===== config.mk =====
export PLATFORM = sky130hd
export DESIGN_NAME = lgge_ctrl
export DESIGN_NICKNAME = d
export VERILOG_FILES = /design/src/lgge_pkg.sv /design/src/lgge_ctrl.sv
export SDC_FILE = /design/constraint.sdc
export NUM_CORES = 1
export LEC_CHECK = 0
export BUFFER_PORTS_ARGS = -buffer_cell sky130_fd_sc_hd__buf_4
export CAP_MARGIN = 5
export CELL_PAD_IN_SITES_DETAIL_PLACEMENT = 0
export CELL_PAD_IN_SITES_GLOBAL_PLACEMENT = 1
export CORE_AREA = 2 2 39 41
export DETAILED_ROUTE_END_ITERATION = 16
export DIE_AREA = 0 0 41 43
export PLACE_DENSITY = 0.64
export SYNTH_ARGS = -nofsm -noshare
export SYNTH_HDL_FRONTEND = slang
export SYNTH_SLANG_ARGS = --single-unit

===== constraint.sdc =====
create_clock -name clk_i -period 1 [get_ports clk_i]
set_input_delay 0.05 -clock clk_i [delete_from_list [all_inputs] [get_ports clk_i]]
set_output_delay 0.05 -clock clk_i [all_outputs]
set_load 0.005 [all_outputs]

===== src/lgge_pkg.sv =====
// ----------------------------------------------------------------------------
// lgge_pkg
// Shared types and constants of the life grid generation engine.
// ----------------------------------------------------------------------------
package lgge_pkg;

  // Field and register widths
  localparam int CmdW    = 2;
  localparam int IdxW    = 6;
  localparam int CountW  = 7;
  localparam int ApbDataW = 32;
  localparam int ApbAddrW = 3;

  // Default grid size
  localparam int MaxRowsDef = 64;
  localparam int MaxColsDef = 64;

  // Reset values of the size registers
  localparam logic [CountW-1:0] RowCountRst = CountW'(64);
  localparam logic [CountW-1:0] ColCountRst = CountW'(64);

  // Register indexes
  localparam logic RegRowCount = 1'b0;
  localparam logic RegColCount = 1'b1;

  // Item commands
  typedef enum logic [CmdW-1:0] {
    CMD_WRITE   = 2'd0,
    CMD_ADVANCE = 2'd1,
    CMD_READ    = 2'd2
  } cmd_e;

  // Controller states
  typedef enum logic [2:0] {
    ST_CLEAR,
    ST_IDLE,
    ST_WRITE,
    ST_READ,
    ST_ADV_FILL,
    ST_ADV_ROW
  } state_e;

  // Commands from controller to datapath
  typedef struct packed {
    logic clr_step;
    logic in_take;
    logic acc_write;
    logic acc_read;
    logic adv_start;
    logic adv_fill;
    logic adv_row;
  } dp_cmd_t;

  // Status from datapath to controller
  typedef struct packed {
    logic clr_last;
    logic rows_zero;
    logic row_last;
    logic out_busy;
  } dp_stat_t;

endpackage


===== src/lgge_ctrl.sv =====
// ----------------------------------------------------------------------------
// lgge_ctrl
// Controller: sequences clearing, cell access and generation steps.
// ----------------------------------------------------------------------------
module lgge_ctrl (
  input  logic                     clk_i,
  input  logic                     rst_ni,
  input  logic                     in_valid_i,
  input  logic [lgge_pkg::CmdW-1:0] in_cmd_i,
  output logic                     in_ready_o,
  output lgge_pkg::dp_cmd_t        dp_cmd_o,
  input  lgge_pkg::dp_stat_t       dp_stat_i
);
  import lgge_pkg::*;

  state_e state_q, state_d;

  always_ff @(posedge clk_i or negedge rst_ni) begin
    if (!rst_ni) begin
      state_q <= ST_CLEAR;
    end else begin
      state_q <= state_d;
    end
  end

  // Next state
  always_comb begin
    state_d = state_q;
    case (state_q)
      ST_CLEAR: begin
        if (dp_stat_i.clr_last) state_d = ST_IDLE;
      end
      ST_IDLE: begin
        if (in_valid_i) begin
          case (cmd_e'(in_cmd_i))
            CMD_WRITE:   state_d = ST_WRITE;
            CMD_READ:    state_d = ST_READ;
            CMD_ADVANCE: begin
              if (!dp_stat_i.rows_zero) state_d = ST_ADV_FILL;
            end
            default:     state_d = ST_IDLE;
          endcase
        end
      end
      ST_WRITE:    state_d = ST_IDLE;
      ST_READ: begin
        if (!dp_stat_i.out_busy) state_d = ST_IDLE;
      end
      ST_ADV_FILL: state_d = ST_ADV_ROW;
      ST_ADV_ROW: begin
        if (dp_stat_i.row_last) state_d = ST_IDLE;
      end
      default:     state_d = ST_IDLE;
    endcase
  end

  // Outputs
  always_comb begin
    dp_cmd_o   = '0;
    in_ready_o = 1'b0;
    case (state_q)
      ST_CLEAR: dp_cmd_o.clr_step = 1'b1;
      ST_IDLE: begin
        in_ready_o = 1'b1;
        if (in_valid_i) begin
          case (cmd_e'(in_cmd_i))
            CMD_WRITE, CMD_READ: dp_cmd_o.in_take = 1'b1;
            CMD_ADVANCE:         dp_cmd_o.adv_start = !dp_stat_i.rows_zero;
            default:             dp_cmd_o = '0;
          endcase
        end
      end
      ST_WRITE:    dp_cmd_o.acc_write = 1'b1;
      ST_READ:     dp_cmd_o.acc_read = !dp_stat_i.out_busy;
      ST_ADV_FILL: dp_cmd_o.adv_fill = 1'b1;
      ST_ADV_ROW:  dp_cmd_o.adv_row = 1'b1;
      default:     dp_cmd_o = '0;
    endcase
  end
endmodule


---- After elaboration in Yosys (flattened, before gate mapping) ----
Index checks and enable logic that the tools add are counted.
operators by class
  equal/unequal tests ..................... 12
  multiplexer cells ....................... 18
  reductions and logical operators ........ 6
operators by type and width
  kind                                                  count
  2-to-1 mux 3 bit                                      5
  case mux 3 bit (5 select lines)                       1
  case mux 1 bit (2 select lines)                       5
  case mux 3 bit (3 select lines)                       1
  != test 2 bit (second input constant)                 4
  equality test 3 x 2 -> 1 bit (second input constant)  2
  equality test 3 bit (second input constant)           2
  2-to-1 mux 6 bit                                      1
  2-to-1 mux 1 bit                                      5
  AND reduction 5 bit                                   1
  equality test 3 x 1 -> 1 bit (second input constant)  1
  zero test 3 bit                                       1
  != test 3 bit (second input constant)                 1
  equality test 2 x 1 -> 1 bit (second input constant)  1
  equality test 2 bit (second input constant)           1
  zero test 1 bit                                       2
  zero test 2 bit                                       1
  OR reduction 2 bit                                    1
storage, ports and cells
  register bits after elaboration ......... 3
  input port bits ......................... 9
  output and inout bits ................... 8
  word-level logic and storage cells ...... 37

---- Logic depth before layout (Yosys ltp) ----
Gate-level depths: netlist of run 1.
  depth after elaboration ................. 5
  depth in mapped cells ................... 2
  gate-level depth less buffers ........... 2

---- Worst setup path after synthesis of run 1 ----
OpenSTA, ideal clock, no wires.
  path type ............................... flip-flop to flip-flop
  start ................................... register state_q[1]
  end ..................................... register state_q[1]
  arrival ................................. 0.895 ns
  data required time ...................... 0.923 ns
  path slack .............................. 0.027 ns
  stages on the path, launching flop included .. 3
  buffers on the path ..................... 0
  cell sequence ........................... dfrtp_1 > or3b_1 > a21oi_1
on the way
  longest elaborated chain between the ends .. 3
RTL lines
  item                                                             line             RTL
  start, declared                                                  lgge_ctrl.sv:16  state_e state_q, state_d;
  start signal, assigned                                           lgge_ctrl.sv:22  state_q <= state_d;
  equality test 3 x 1 -> 1 bit (tied with other cells)             lgge_ctrl.sv:29  case (state_q)
  != test 3 bit (no source line) or != test 2 bit (tied branches)  --
  AND reduction 5 bit (no source line)                             --
Several ways; a longest one is shown, not always the timed one.
A chain may end at the register's enable or synchronous reset.

==> run metrics, run 1 <==
status finished with violations; violated checks setup timing; Final Critical Period 1.16 ns; largest net degree at the start of global routing 8; PwrDens 1360 mW/mm²; Area growth syn-to-layout 114%; Syn Inst Count 24; Worst-Skew Late Latency 0.23 ns; most common cell in the netlist nor2_1; commonest cells in the netlist nor2_1, dfrtp_1; RSZ-0062 raised after global routing yes; Req. time, crit path 0.95 ns; Slew Limit Fails 0; total chip power 605 µW; VDD IR-drop max 474 µV; skew final 0.00175 ns; Chip Width 41 µm; Final WS setup -0.164 ns; DRC 0; routed vias/inst 4.05; Synth Cell Area 208 µm²; Min-Delay Path Class primary input to flop; routability cong. 0.655; ANT cells 0; post-route ant nets 0; area leader, netlist dfrtp_1; Initial Utilization 0.150; register area share after synthesis 0.361; FF+latch count, synth 3; max reg flops 3; dominant cells by area after synthesis dfrtp_1, nor2_1, or3b_1, nor3b_1, nand2b_1; max_cap viols 0; IO Count 17; crit-path max FO 5; synthesized area per cell 8.65 µm²; port bufs 16; DR iter-0 viols 3; largest registers state_q x3; Tcrit/Tclk final 1.16; YS warnings 0; Max-slew headroom 0.874; Max Root-Sink Buffers 2; Rows 14; final net count 58; Biggest register state_q; reg2reg start state_q[1]$_DFFE_PN0P_; antenna violations before repair 0; Hold Vio Cnt, Final 0; crit path from state_q[1]$_DFFE_PN0P_; clk slew on worst S/H paths 0.03 ns; post-synthesis async set-or-reset flop share 1.00; CTS tree built; final wirelength 608 µm; WL per Instance 9.50 µm; Die Ht 43 µm; EDFF count, synth 0; Die ar. 0.00176 mm²; actual slew at the worst max-slew pin 0.188 ns; vias in the first global route 243; share of post-route cells with drive strength above 1 0.646; Peak Freq 0.859 GHz; Mapped Nets 33; first-pass GRT wire length 966 µm; CTS Buf Count 3; routed vias 259; H-tree lvl count 1; root buf cell clkbuf_4; # clock sinks 3; post-synth top area share 0.361; Startpoint Class flop; WP data arrival 1.11 ns; critical path start-end classification flop to output pin; Lkg Pwr 0.000215 µW; Setup-failing EPs final 9; Hold Crit Start dp_stat_i[3]; HPWL Detailed 492 µm; GRT overflow 0; CP Capture Type output pin; Distinct cells, synth 14; Core ar. 0.00138 mm²; drt first pass iters 3; GR Util All Layers 0.0846; Synth Flop Type dfrtp_1; Min Hold Slack 0.0612 ns
-- placed cells by master (no fill, tap or decap) --
cell type	synthesis	routed
buf_4	0	19
nor2_1	5	3
clkbuf_4	0	3
nand2b_1	2	2
inv_1	2	2
or3b_1	2	2
nor2_2	0	2
nor3b_2	0	2
dfrtp_1	3	2
nor3_2	0	1
nand4bb_4	0	1
and2_1	1	1
o22ai_2	1	1
a21o_2	1	1
a2bb2oi_1	1	1
nand2_1	1	1
a21oi_1	1	1
clkbuf_1	0	1
dlygate4sd3_1	0	1
dfrtp_2	0	1
-- per-stage QoR --
step	cells	cell area (µm²)	setup WS, ns	util	setup TNS (ns)
6_report	64	444	-0.164	0.321	-1.03
5_1_grt	64	444	-0.212	0.321	-1.53
4_1_cts	63	432	-0.172	0.312	-1.15
3_5_place_dp	57	355	-0.0168	0.257	-0.0240
3_3_place_gp	57	355	-0.0289	0.257	-0.0505
2_1_floorplan	24	208	0.0273	-	0
-- power by group --
| group | internal, µW | switching [µW] |
|---|---|---|
| clock | 149 | 59.0 |
| combinational | 145 | 84.2 |
| sequential | 140 | 27.4 |
| total | 434 | 171 |
-- layout make-up --
cell class,count,area [µm²]
Tap cell,16,20.0
Timing Repair Buffer,20,153
Clock buffer,4,26.3
Fill cell,160,940
Multi-Input combinational cell,19,161
Sequential cell,3,76.3
Inverter,2,7.51
-- what timing repair did --
action                                 in CTS  in global routing
pin swaps                                   1                  0
endpoints found under the hold margin       3                  0
setup endpoints to repair                  10                  9
resized for setup                           5                  2
buffers inserted                            1                  1
hold buffers                                1                  0
-- layer usage --
metal | wire (µm) | global-route usage | part of all wire
met3 | 36 | 0.0471 | 0.059
met1 | 252 | 0.0909 | 0.41
met2 | 320 | 0.119 | 0.53
met4 | 0 | 0.0600 | 0
met5 | 0 | 0 | 0
-- critical path: stages, from the launching register on --
cell and delay, ns:
dfrtp_1 0.41, nand4bb_4 0.25, nor2_2 0.11, buf_4 0.11
-- cell families after synthesis --
group / count (synthesis) / share of synthesized area
compound gates: 4 / 0.169
simple gates: 15 / 0.434
buf+inv: 2 / 0.0362
flops: 3 / 0.361
-- worst paths after layout --
path | endpoint | slack, ns | depth (start not counted)
setup / recovery | dp_cmd_o[5] | -0.16 | 3
hold / removal | state_q[0]$_DFFE_PN0P_ | 0.06 | 3
setup reg to reg | state_q[1]$_DFFE_PN0P_ | -0.02 | 2
hold reg to reg | state_q[1]$_DFFE_PN0P_ | 0.63 | 2
max in group asynchronous | state_q[0]$_DFFE_PN0P_ | 0.75 | 2
min in group asynchronous | state_q[1]$_DFFE_PN0P_ | 0.15 | 2
(Power assumes the default switching activity.)
==> run 2, diff against run 1 <==
--- a/config.mk
+++ b/config.mk
@@ -13,6 +13,7 @@
 export DETAILED_ROUTE_END_ITERATION = 16
 export DIE_AREA = 0 0 41 43
 export PLACE_DENSITY = 0.64
+export SETUP_SLACK_MARGIN = 0.5
 export SYNTH_ARGS = -nofsm -noshare
 export SYNTH_HDL_FRONTEND = slang
 export SYNTH_SLANG_ARGS = --single-unit
==> run 2 against run 1 <==
Net effect: the run still ends with setup timing left; global-route usage shrank 0.61 points; combinational power grew 13%; first-iteration DRC count shrank 100%; routed wire length grew 0.49%; non-clock buffer count grew 1; cell count grew 1.6%; hold slack gained 0.0035 ns; largest cell class unchanged; setup slack gained 0.0027 ns; largest power group unchanged; via count shrank 2.3%; flip-flop and latch count is the same.
==> run metrics, run 2 (synthesis results as in run 1) <==
first-pass GRT wire length 869 µm (-10%); # clock sinks 3 (unchanged); crit-path max FO 5 (unchanged); critical path start-end classification flop to output pin; violated checks setup timing; drt first pass iters 1 (-2); final wirelength 611 µm (+0.49%); routed vias 253 (-2.3%); Hold Path Cell Cnt 3 (unchanged); final std cells w/o fill 65 (+1.6%); IO Count 17 (unchanged); Setup-failing EPs final 11 (+2); post-route ant nets 0 (unchanged); Min Hold Slack 0.0648 ns (+0.00351 ns); GRT overflow 0 (unchanged); root buf cell clkbuf_4; Die Ht 43 µm (unchanged); Rows 14 (unchanged); CP max-delay cell dfrtp_2; Worst-Skew Late Latency 0.23 ns (about the same); Max Root-Sink Buffers 2 (unchanged); Startpoint Class flop; CTS tree built; setup TNS -1.16 ns (-0.132 ns); max_cap viols 0 (unchanged); largest registers state_q x3; Die ar. 0.00176 mm² (unchanged); switching power 185 µW (+8.4%); CP Capture Type output pin; WL per Instance 9.40 µm (-1.1%); Area growth syn-to-layout 127%; VDD IR-drop max 589 µV (+24%); DRC 0 (unchanged); routability cong. 0.687 (+4.9%); actual slew at the worst max-slew pin 0.207 ns (+0.0192 ns); Crit path largest cell delay 0.43 ns (+0.02 ns); skew final 0.00240 ns (+0.000654 ns); placed insts 57 (unchanged); commonest non-fill, non-tap cells in the layout buf_4, nor2_2, clkbuf_4; crit-path cells nand2b_4, nor3b_2, buf_4; share of post-route cells with drive strength above 1 0.735 (+0.0889); clk slew on worst S/H paths 0.04 ns (about the same); status finished with violations; Core ar. 0.00138 mm² (unchanged); GR Util All Layers 0.0785 (-0.00612); ANT cells 0 (unchanged); Chip Width 41 µm (unchanged); max reg flops 3 (unchanged); total chip power 644 µW (+6.4%); Req. time, crit path 0.95 ns (about the same); Initial Utilization 0.150 (unchanged); RSZ-0062 raised after global routing yes; Comb power frac 0.400 (+0.021); WP data arrival 1.11 ns (about the same); vias in the first global route 219 (-9.9%); Tcrit/Tclk final 1.16 (-0.00268); DR iter-0 viols 0 (-3); Final WS setup -0.161 ns (+0.00268 ns); Final Critical Period 1.16 ns (-0.00268 ns); port bufs 16 (unchanged); Peak Freq 0.861 GHz (+0.23%); sequential share of power 0.273 (-0.004); HPWL Detailed 467 µm (-5.1%); antenna violations before repair 0 (unchanged); Int Power 459 µW (+5.7%); Clk pwr share 0.327 (-0.017); final net count 59 (+1.7%); H-tree lvl count 1 (unchanged); Layout Utilization 0.340 (+0.0190); commonest non-fill, non-tap cell in the layout buf_4; CTS Buf Count 3 (unchanged); Crit. path cell count 3 (unchanged); Max-slew headroom 0.862 (-0.0121); largest net degree at the start of global routing 8 (unchanged); Hold Vio Cnt, Final 0 (unchanged); Biggest register state_q; routed vias/inst 3.89 (-3.8%); PwrDens 1370 mW/mm² (+0.49%); worst r2r path cells 3 (+1); Lkg Pwr 0.000221 µW (+3.1%); Slew Limit Fails 0 (unchanged); Fillers 152 (-5.0%); Worst Path Buf+Inv 1 (unchanged); switching fraction of total power 0.287 (+0.00511); cell family with most CP delay flip-flops; Min-Delay Path Class primary input to flop
run 2: what timing repair did:
action,4_1_cts,5_1_grt
gates resized for setup,5,3
buffers inserted,2,1
hold endpoints to repair,3,0
pin swaps,1,1
hold buffers,1,0
endpoints found under the setup margin,11,11
run 2: final timing paths:
path	startpoint	end	slack (ns)
setup / recovery	state_q[2]$_DFFE_PN0P_	dp_cmd_o[3]	-0.16
hold / removal	dp_stat_i[3]	state_q[0]$_DFFE_PN0P_	0.06
setup reg to reg	state_q[1]$_DFFE_PN0P_	state_q[0]$_DFFE_PN0P_	-0.10
hold reg to reg	state_q[1]$_DFFE_PN0P_	state_q[1]$_DFFE_PN0P_	0.64
max in group asynchronous	rst_ni	state_q[0]$_DFFE_PN0P_	0.75
min in group asynchronous	rst_ni	state_q[1]$_DFFE_PN0P_	0.14
run 2: final cells by class:
| class | count | area, µm² | area share |
|---|---|---|---|
| multi-input cells | 19 | 175 | 0.372 |
| inverters | 2 | 7.51 | 0.0160 |
| well taps | 16 | 20.0 | 0.0426 |
| repair buffers | 21 | 164 | 0.348 |
| flip-flops and latches | 3 | 77.6 | 0.165 |
| clock buffers | 4 | 26.3 | 0.0559 |
run 2: metrics by stage:
stage	area [µm²]	setup slack (ns)
after floorplan	234	0.0555
after global placement	382	-0.00792
after detailed placement	382	0.00282
after CTS	455	-0.178
after global routing	470	-0.231
final	470	-0.161
run 2: layer usage:
layer,part of all wire,up-vias,wire length (µm),global-route usage
met2,0.50,9,303,0.109
met4,0,0,0,0.0400
li1,-,133,-,-
met1,0.42,111,258,0.0906
met5,0,-,0,0
met3,0.080,0,49,0.0471
run 2: power groups by stage:
stage          Clock [µW]  Combinational [µW]  Sequential, µW
3_5_place_dp            0                 208             168
6_report              210                 258             176
5_1_grt               241                 284             179
3_3_place_gp            0                 210             165
4_1_cts               222                 243             175
2_1_floorplan           0                 102             163
run 2: worst reg2reg max path, stage by stage, from the launching register on:
cell,delay (ns)
dfrtp_1,0.41
nand4bb_4,0.26
buf_4,0.16
a2bb2oi_1,0.14
==> run 3, diff against run 2 <==
--- a/config.mk
+++ b/config.mk
@@ -5,6 +5,7 @@
 export SDC_FILE = /design/constraint.sdc
 export NUM_CORES = 1
 export LEC_CHECK = 0
+export ABC_AREA = 1
 export BUFFER_PORTS_ARGS = -buffer_cell sky130_fd_sc_hd__buf_4
 export CAP_MARGIN = 5
 export CELL_PAD_IN_SITES_DETAIL_PLACEMENT = 0
@@ -12,7 +13,7 @@
 export CORE_AREA = 2 2 39 41
 export DETAILED_ROUTE_END_ITERATION = 16
 export DIE_AREA = 0 0 41 43
-export PLACE_DENSITY = 0.64
+export PLACE_DENSITY = 0.72
 export SETUP_SLACK_MARGIN = 0.5
 export SYNTH_ARGS = -nofsm -noshare
 export SYNTH_HDL_FRONTEND = slang
==> run 3 against run 2 <==
Net effect: the run still ends with setup timing left; global-route usage up 3.9 points; setup slack worse by 0.12 ns; non-clock buffer count up 12; total power rose to 2.6 times the previous value; cell count up 45%; die area unchanged; maximum frequency down 9.5%; routed wire length up 32%.
==> run metrics, run 3 <==
crit-path max FO 4 (-1); final wirelength 806 µm (+32%); Tcrit/Tclk final 1.28 (+0.122); Peak Freq 0.779 GHz (-9.5%); post-synthesis xor/xnor area fraction 0 (unchanged); Lkg Pwr 0.000340 µW (+53%); Max-slew headroom 0.898 (+0.0361); Setup-failing EPs final 10 (-1); synthesized area per cell 6.04 µm² (-30%); worst reg2reg endpoint state_q[2]$_DFFE_PN0P_; clk slew on worst S/H paths 0.04 ns (about the same); GR Util All Layers 0.118 (+0.0391); Die Ht 43 µm (unchanged); multiplexer share of the synthesized area 0 (unchanged); largest registers state_q x3; R2R Setup Slk -0.21 ns (-0.11 ns); Min-Delay Path Class primary input to flop; post-synthesis async set-or-reset flop share 1.00 (unchanged); crit path from state_q[1]$_DFFE_PN0P_; GRT overflow 0 (unchanged); Max Root-Sink Buffers 2 (unchanged); Worst Setup EP dp_cmd_o[2]; Biggest register state_q; register area share after synthesis 0.303 (-0.0584); Hold Vio Cnt, Final 0 (unchanged); DR iter-0 viols 2 (+2); Synth Cell Area 248 µm² (+19%); placed insts 80 (+40%); Chip Width 41 µm (unchanged); dominant cells by area after synthesis dfrtp_1, nand2_1, inv_1, nor2_1, nor3_1; PwrDens 2700 mW/mm² (+98%); actual slew at the worst max-slew pin 0.153 ns (-0.0545 ns); Die ar. 0.00176 mm² (unchanged); post-synthesis compound-gate area fraction 0.0202 (-0.148); share of post-route cells with drive strength above 1 0.679 (-0.0552); largest net degree at the start of global routing 5 (-3); Req. time, crit path 0.95 ns (about the same); max_cap viols 0 (unchanged); RSZ-0062 raised after global routing yes; Mapped Nets 50 (+52%); Worst-Skew Late Latency 0.24 ns (about the same); commonest non-fill, non-tap cell in the layout buf_4; status finished with violations; first-pass GRT wire length 1290 µm (+48%); DRC 0 (unchanged); WP data arrival 1.23 ns (+0.12 ns); H-tree lvl count 1 (unchanged); routability cong. 0.669 (-2.7%); HPWL Detailed 571 µm (+22%); critical path start-end classification flop to output pin; final net count 88 (+49%); worst r2r path cells 10 (+7); Distinct cells, synth 12 (-2); FF+latch count, synth 3 (unchanged); CTS tree built; EDFF count, synth 0 (unchanged); Synth Flop Type dfrtp_1; VDD IR-drop max 1280 µV (+120%); ANT cells 0 (unchanged); violated checks setup timing; vias in the first global route 358 (+63%); routed vias/inst 4.04 (+3.9%); Syn Inst Count 41 (+71%); drt first pass iters 2 (+1); WL per Instance 8.57 µm (-8.8%); Final Critical Period 1.28 ns (+0.122 ns); Rows 14 (unchanged); skew final 0.00470 ns (+0.00229 ns); Adder-Cell Fraction of Synth Area 0 (unchanged); Area growth syn-to-layout 153%; final std cells w/o fill 94 (+45%); Initial Utilization 0.179 (+0.0289); commonest non-fill, non-tap cells in the layout buf_4, nand2_1, inv_1; # clock sinks 3 (unchanged); antenna violations before repair 0 (unchanged); Core ar. 0.00138 mm² (unchanged); area leader, netlist dfrtp_1; most common cell in the netlist nand2_1; CP Capture Type output pin; Startpoint Class flop; Synth Area in Simple Gates 0.556 (+0.122); CTS Buf Count 3 (unchanged); YS warnings 0 (unchanged); port bufs 16 (unchanged); post-synth top area share 0.303 (-0.0584); Slew Limit Fails 0 (unchanged); commonest cells in the netlist nand2_1, inv_1, nor2_1; reg2reg start state_q[1]$_DFFE_PN0P_; IO Count 17 (unchanged); post-route ant nets 0 (unchanged); largest family of logic cells by synthesized area simple AND/OR/NAND/NOR gates; max reg flops 3 (unchanged); Final WS setup -0.283 ns (-0.122 ns); Min Hold Slack 0.00754 ns (-0.0572 ns); routed vias 380 (+50%); root buf cell clkbuf_4
[run 3: critical path: stages (launching register included)]
cell	delay, ns
dfrtp_1	0.38
inv_2	0.06
nand2_2	0.06
nor2_4	0.15
nand3_2	0.10
nor3_2	0.11
buf_4	0.13
[run 3: final cells by class]
| cell class | count | area, µm² |
|---|---|---|
| fill | 162 | 758 |
| timing repair buffer | 33 | 265 |
| multi-input combinational | 30 | 205 |
| sequential | 3 | 76.3 |
| inverter | 8 | 32.5 |
| clock buffer | 4 | 26.3 |
| tap | 16 | 20.0 |
[run 3: metrics by stage]
| stage | util | power, µW | area, µm² | setup slack [ns] | TNS (ns) |
|---|---|---|---|---|---|
| global placement | 0.326 | 950 | 452 | -0.114 | -0.350 |
| detailed placement | 0.326 | 955 | 452 | -0.124 | -0.380 |
| global route | 0.452 | 1830 | 626 | -0.371 | -2.56 |
| floorplan | - | 565 | 259 | -0.0518 | -0.0827 |
| CTS | 0.423 | 1510 | 586 | -0.320 | -2.08 |
| finish | 0.452 | 1690 | 626 | -0.283 | -1.94 |
[run 3: cells by family (layout without fill, tap and decap cells)]
family | after synthesis | after routing
AND/OR/NAND/NOR | 29 | 29
flip-flops | 3 | 3
buffers and inverters | 8 | 45
AO/OA/AOI/OAI | 1 | 1
[run 3: power by group]
group / total (µW) / switching, µW / leakage (µW) / internal [µW]
Sequential: 224 / 50.9 / 0.0000348 / 174
Combinational: 1240 / 516 / 0.000290 / 725
Clock: 225 / 75.2 / 0.0000150 / 150
Total: 1690 / 642 / 0.000340 / 1050
[run 3: worst min-delay path by stage]
stage                            from                      to  slack, ns  depth (start not counted)
final                     in_cmd_i[0]  state_q[1]$_DFFE_PN0P_      0.008                          2
after global routing      in_cmd_i[0]  state_q[1]$_DFFE_PN0P_      0.005                          2
after CTS                 in_cmd_i[0]  state_q[1]$_DFFE_PN0P_      0.007                          2
after detailed placement       rst_ni  state_q[0]$_DFFE_PN0P_      -0.16                          1
after global placement         rst_ni  state_q[1]$_DFFE_PN0P_      -0.16                          1
after floorplan                rst_ni  state_q[0]$_DFFE_PN0P_      -0.25                          0
[run 3: timing repair]
action,in CTS,in global routing
hold buffers,1,0
endpoints found under the setup margin,11,11
buffers inserted,8,1
pin swaps,4,2
endpoints found under the hold margin,3,0
gates cloned,0,0
resized for setup,11,8
[run 3: per-layer routing]
layer  part of all wire  track usage  vias to the layer above
li1                   -            -                      201
met1               0.33        0.103                      164
met2               0.56        0.181                       13
met3              0.089       0.0628                        2
met4              0.016        0.100                        0
met5                  0            0                        -
